**src/rtl/core/spq3_pkg.sv**
```systemverilog
package spq3_pkg;

  // Queue geometry
  localparam int QUEUE_DEPTH = 128;
  localparam int NUM_CLASSES = 3;
  localparam int IDX_W       = $clog2(QUEUE_DEPTH);
  localparam int OCC_W       = $clog2(QUEUE_DEPTH + 1);
  localparam int MEM_DEPTH   = NUM_CLASSES * QUEUE_DEPTH;
  localparam int MEM_AW      = $clog2(MEM_DEPTH);

  // Field widths
  localparam int TICKET_W = 16;
  localparam int TAG_W    = 16;
  localparam int TIME_W   = 32;
  localparam int SUM_W    = 48;
  localparam int COUNT_W  = 16;
  localparam int ENTRY_W  = TICKET_W + TAG_W + TIME_W;

  // Stream widths
  localparam int S_TDATA_W = 56;
  localparam int M_TDATA_W = 152;

  // Result status codes
  typedef enum logic [2:0] {
    ST_QUEUED   = 3'd0,
    ST_BAD_CLS  = 3'd1,
    ST_SERVED   = 3'd2,
    ST_EMPTY    = 3'd3,
    ST_FULL     = 3'd4
  } status_e;

  // Controller to datapath commands
  typedef struct packed {
    logic load_in;   // capture input request, clear result fields
    logic arrive;    // ticket draw and enqueue
    logic head_rd;   // read head entry of first busy class
    logic srv_upd;   // dequeue, wait time, served count
    logic srv_acc;   // wait sum accumulate
    logic nxt_rd;    // latch next class for result
    logic load_out;  // move result into output register
  } dp_cmd_t;

  // Datapath to controller status
  typedef struct packed {
    logic in_kind;   // kind of request offered on the input
    logic out_free;  // output register can take a result this cycle
  } dp_stat_t;

endpackage

```
**src/rtl/core/spq3_ctrl.sv**
```systemverilog
module spq3_ctrl
  import spq3_pkg::*;
(
  input  logic     clk_i,
  input  logic     rst_ni,
  input  logic     s_axis_tvalid,
  output logic     s_axis_tready,
  input  dp_stat_t stat_i,
  output dp_cmd_t  cmd_o
);

  typedef enum logic [6:0] {
    S_IDLE    = 7'b0000001,
    S_ARRIVE  = 7'b0000010,
    S_SRV_RD  = 7'b0000100,
    S_SRV_UPD = 7'b0001000,
    S_SRV_ACC = 7'b0010000,
    S_NXT_RD  = 7'b0100000,
    S_FINISH  = 7'b1000000
  } state_e;

  state_e state_q, state_d;
  logic   accept;

  assign s_axis_tready = (state_q == S_IDLE);
  assign accept        = s_axis_tvalid && s_axis_tready;

  // Next state and commands
  always_comb begin
    state_d = state_q;
    cmd_o   = '0;
    unique case (state_q)
      S_IDLE: begin
        if (accept) begin
          cmd_o.load_in = 1'b1;
          state_d       = stat_i.in_kind ? S_SRV_RD : S_ARRIVE;
        end
      end
      S_ARRIVE: begin
        cmd_o.arrive = 1'b1;
        state_d      = S_NXT_RD;
      end
      S_SRV_RD: begin
        cmd_o.head_rd = 1'b1;
        state_d       = S_SRV_UPD;
      end
      S_SRV_UPD: begin
        cmd_o.srv_upd = 1'b1;
        state_d       = S_SRV_ACC;
      end
      S_SRV_ACC: begin
        cmd_o.srv_acc = 1'b1;
        state_d       = S_NXT_RD;
      end
      S_NXT_RD: begin
        cmd_o.head_rd = 1'b1;
        cmd_o.nxt_rd  = 1'b1;
        state_d       = S_FINISH;
      end
      S_FINISH: begin
        if (stat_i.out_free) begin
          cmd_o.load_out = 1'b1;
          state_d        = S_IDLE;
        end
      end
      default: state_d = S_IDLE;
    endcase
  end

  // State register
  always_ff @(posedge clk_i or negedge rst_ni) begin
    if (!rst_ni) begin
      state_q <= S_IDLE;
    end else begin
      state_q <= state_d;
    end
  end

endmodule

```
**config.mk**
```make
export PLATFORM = sky130hd
export DESIGN_NAME = spq3_ctrl
export DESIGN_NICKNAME = d
export VERILOG_FILES = /design/src/rtl/core/spq3_pkg.sv /design/src/rtl/core/spq3_ctrl.sv
export SDC_FILE = /design/constraint.sdc
export NUM_CORES = 1
export LEC_CHECK = 0
export BUFFER_PORTS_ARGS = -buffer_cell sky130_fd_sc_hd__buf_2
export CAP_MARGIN = 20
export CORE_MARGIN = 4
export CORE_UTILIZATION = 30
export CTS_BUF_LIST = sky130_fd_sc_hd__clkbuf_16
export DETAILED_ROUTE_END_ITERATION = 6
export GPL_TIMING_DRIVEN = 0
export SYNTH_ARGS = -nofsm -noshare
export SYNTH_HDL_FRONTEND = slang
export SYNTH_SLANG_ARGS = --single-unit
export TNS_END_PERCENT = 10
```
**constraint.sdc**
```tcl
create_clock -name clk_i -period 1.28 [get_ports clk_i]
set_input_delay 0.256 -clock clk_i [delete_from_list [all_inputs] [get_ports clk_i]]
set_output_delay 0.256 -clock clk_i [all_outputs]
set_load 0.02 [all_outputs]
```
# ---- Word-level counts from Yosys, hierarchy flattened
# Cells that the tools add are included.
# W data, S select, Z words.
dict set report classes {
  reduce_logical 4
  n_mux 13
  n_eq_ne 9
}
# op n
set ops {}
lappend ops {{$pmux W7 S6} 1}
lappend ops {{$mux W7} 2}
lappend ops {{$mux W1} 9}
lappend ops {{$eq A7 B1 Y1 const B} 1}
lappend ops {{$eq A7 B2 Y1 const B} 1}
lappend ops {{$eq A7 B3 Y1 const B} 1}
lappend ops {{$eq A7 B4 Y1 const B} 1}
lappend ops {{$eq A7 B5 Y1 const B} 1}
lappend ops {{$eq A7 B6 Y1 const B} 1}
lappend ops {{$eq A7 B7 Y1 const B} 1}
lappend ops {{$reduce_or A2 Y1} 2}
lappend ops {{$mux W3} 1}
lappend ops {{$ne A2 B1 Y1 const B} 1}
lappend ops {{$ne A2 B2 Y1 const B} 1}
lappend ops {{$reduce_and A2 Y1} 1}
lappend ops {{$logic_and A1 B1 Y1} 1}
dict set report word_totals {
  inputBits 5
  regBits 7
  out_inout_bits 8
  word_cells 27
}

# ---- Logic depth before layout (Yosys ltp)
dict set report logic_depth {
  word_depth 4
  mapped_depth 4
  ltp_nobuf 4
}

# ---- Worst setup path before layout
# No wires, ideal clock.
dict set report synth_path {
  path_type {reg2out}
  start {reg state_q[2]}
  end {out cmd_o[4] in the netlist's numbering}
  stages_incl_launch_ff 5
  n_path_buf 0
  required_time_ns 1.024
  setup_slack_ns -0.274
  arrival_ns 1.298
  path_cell_list {dfrtp_1 nor2_2 nand3b_1 nor2_1 or2_1}
}
# element line
set synth_rtl {}
lappend synth_rtl {{from (decl)} spq3_ctrl.sv:22} ;# state_e state_q, state_d;
lappend synth_rtl {{from (signal assigned)} spq3_ctrl.sv:75} ;# state_q <= state_d;
lappend synth_rtl {{to (decl)} spq3_ctrl.sv:9} ;# output dp_cmd_t cmd_o

==> results.cfg <==
[run_status]
outcome = finished, violations left
failed_checks = setup timing

[routing]
wl_per_cell_um = 11.4
viasPerCell = 4.74
ant_nets = 0
drc = 0
drt_first_pass_iters = 2
drt-total-wl_um = 867
vias = 360
dr.first_iter.drc_count = 1

[placement]
post-dp-hpwl_um = 597
place.gp.congestion = 0.714
port_buffers = 12

[global_route]
grt_pass1_wl_mm = 1.29
top_usage_layer = met2
grt_pass1_vias = 310
grt_use_met1_pct = 10.6
grt_util_met3_pct = 3.66
antenna_found_initial = 0
use_met2_pct = 14.0
grt_max_degree = 8
grt.overflow.total = 0
grtUsageTotal_pct = 9.62

[critical_path]
cp.required_ps = 1020
crit_family = simple AND/OR/NAND/NOR gates
cp_slowest_stage_delay_ps = 400
cp.arrival_ps = 1390
critPathLaunch = state_q[5]
cp_slowest_cell = dfrtp_1
worst-path-buf-inv = 1
path_max_fanout = 3
crit_chain = nor3_2, nand2_1, nor3b_2, or2_4, buf_6
startpoint_type = flop
worstSetupPathType = flop to output pin
end_kind = output pin
reg2reg_from = state_q[5]

[cells_and_area]
fill_cells = 114
top_regs = state_q x7
area_growth_pct = 69.2
diodes = 0
largest_reg_flops = 7
largest-register = state_q
nets = 68
drive_above_1_share_pct = 58.1

[yosys]
ys_seq_area_share_pct = 44.3
synth_cells = 39
synth_compound_area_share_pct = 9.43
synth-seq-cells = 7
synthMuxAreaShare_pct = 0
postSynthNetCount = 44
synth_top_family_by_area = simple AND/OR/NAND/NOR gates
synth_area_per_cell_um2 = 10.2
syn_area_um2 = 398
synth-xor-area-share_pct = 2.20
synthDistinctLibCells = 22
yosysWarnings = 0
synth_adder_area_share_pct = 0
synth-simple-area-share_pct = 44.0

[power]
total_power_mw = 1.50
pwr-share-comb_pct = 42.8
p_sw_share_pct = 31.1
p_leak_nw = 0.310
clockPowerShare_pct = 34.9
seqPwrFrac_pct = 22.3
p_switching_uw = 465
p_int_mw = 1.03
pwr_density_cell_nw_per_um2 = 2230
ir_drop_mv = 1.05

[floorplan]
row_count = 12
io_pins = 13
die_h_um = 44.4
die_w_um = 44.4
start_util_pct = 34.0
die_area_um2 = 1970
coreArea_um2 = 1170

[clocking]
cts_buffers = 3
clk_latency_ps = 230
cts_tree = yes
clk_pin_slew_worst_paths_ps = 40
clock_path_buffers = 2
htree_levels = 1
cts.sinks = 7
clock-root-buffer = clkbuf_16

[sta]
skew_ps = 1.61
finalHoldViolCount = 0
tightest_slew_ps = 218
fin_crit_sh_pct = 128
rsz0062_at_grt = true
slew_violations = 0
layout_min_cycle_time_ps = 1640
finalWorstSetupSlack_ps = -364
tns_ps = -2260
slew_headroom_pct = 85.4
setup_viol_count_final = 8
clock.fmax_mhz = 608

[worst_hold_path]
min_from = stat_i[1]
hold_class = input pin to flop

[flow_run]
maxCapViolations = 0
-- synth_stat cells --
cell	instances	share of area [%]
or3b_1	1	2.2
nor3_2	1	2.5
nand2_1	3	2.8
a21boi_1	1	1.9
nand2b_1	4	6.3
dfstp_2	1	6.6
a21oi_2	1	2.2
nor3b_1	2	3.8
dfrtp_1	6	38
and2_4	1	2.2
o31ai_1	1	1.9
a21oi_1	1	1.3
or2_1	1	1.6
nor2_1	5	4.7
nor2_2	2	3.1
and3_1	1	1.6
nor3b_2	1	3.1
xor2_1	1	2.2
nand3b_1	2	3.8
nor2b_4	1	3.5
and4_4	1	2.8
a211o_1	1	2.2
-- worst reg2reg max path: stages (launching register included) --
cell and delay (ps):
dfrtp_1 400, buf_4 150, or3b_1 380, a21oi_2 170
o31ai_1 90
-- through the flow --
step / std cells / cell area [um^2] / hold WS, ps / util (%) / setup slack (ps)
after floorplan: 39 / 413 / -39.6 / - / -72.0
after global placement: 65 / 490 / 96.6 / 41.9 / -240
after detailed placement: 65 / 490 / 97.2 / 41.9 / -249
after CTS: 75 / 638 / 209 / 54.5 / -386
after global routing: 76 / 673 / 220 / 57.5 / -436
final: 76 / 673 / 210 / 57.5 / -364
-- power by group through the flow --
stage / Sequential (mW) / Combinational (mW) / Clock, mW
after floorplan: 0.318 / 0.370 / 0
after detailed placement: 0.328 / 0.469 / 0
after global placement: 0.328 / 0.466 / 0
after global routing: 0.342 / 0.698 / 0.543
final: 0.335 / 0.641 / 0.522
after CTS: 0.327 / 0.585 / 0.530
-- layout make-up --
cell class | count | area (um^2) | area share, %
Clock inverter | 1 | 3.75 | 0.558
Sequential cell | 7 | 179 | 26.6
Tap cell | 14 | 17.5 | 2.60
Multi-Input combinational cell | 32 | 251 | 37.4
Timing Repair Buffer | 19 | 146 | 21.7
Clock buffer | 3 | 75.1 | 11.2
-- final timing paths --
path / to / slack, ps / cells past startpoint
min in group asynchronous: state_q[1] / 390 / 2
setup reg to reg: state_q[0] / 30 / 4
setup / recovery: cmd_o[4] / -360 / 5
max in group asynchronous: state_q[0] / 660 / 2
hold / removal: state_q[1] / 210 / 2
hold reg to reg: state_q[4] / 560 / 1
-- cell usage in the layout (no fill, tap or decap), drive strengths merged --
master / instances
clkbuf: 3
nor3: 1
and4: 1
xor2: 1
nand3b: 2
o31ai: 1
or3b: 1
or2: 1
and3: 1
and2: 1
dfrtp: 6
dlygate4sd3: 1
a21oi: 2
buf: 18
nor2b: 1
nor2: 7
a211o: 1
nand2b: 4
nand2: 3
inv: 1
dfstp: 1
a21boi: 1
nor3b: 3
-- timing repair --
| action | CTS | global route |
|---|---|---|
| resized for setup | 9 | 7 |
| pin swaps | 6 | 7 |
| setup endpoints to repair | 8 | 10 |
| hold endpoints to repair | 6 | 0 |
| hold buffers | 1 | 0 |
| setup buffers | 5 | 1 |
-- kinds of logic (layout without fill, tap and decap cells) --
group,count (synthesis),count (layout)
compound gates,5,5
buf+inv,0,23
xor+xnor,1,1
flops,7,7
simple gates,26,26
-- layer usage --
| metal | part of all wire (%) | up-vias |
|---|---|---|
| met5 | 0 | - |
| met4 | 0 | 0 |
| met3 | 5.5 | 0 |
| met2 | 51 | 9 |
| met1 | 44 | 168 |
| li1 | - | 183 |
Note: power is estimated with default switching activity, not from simulation.
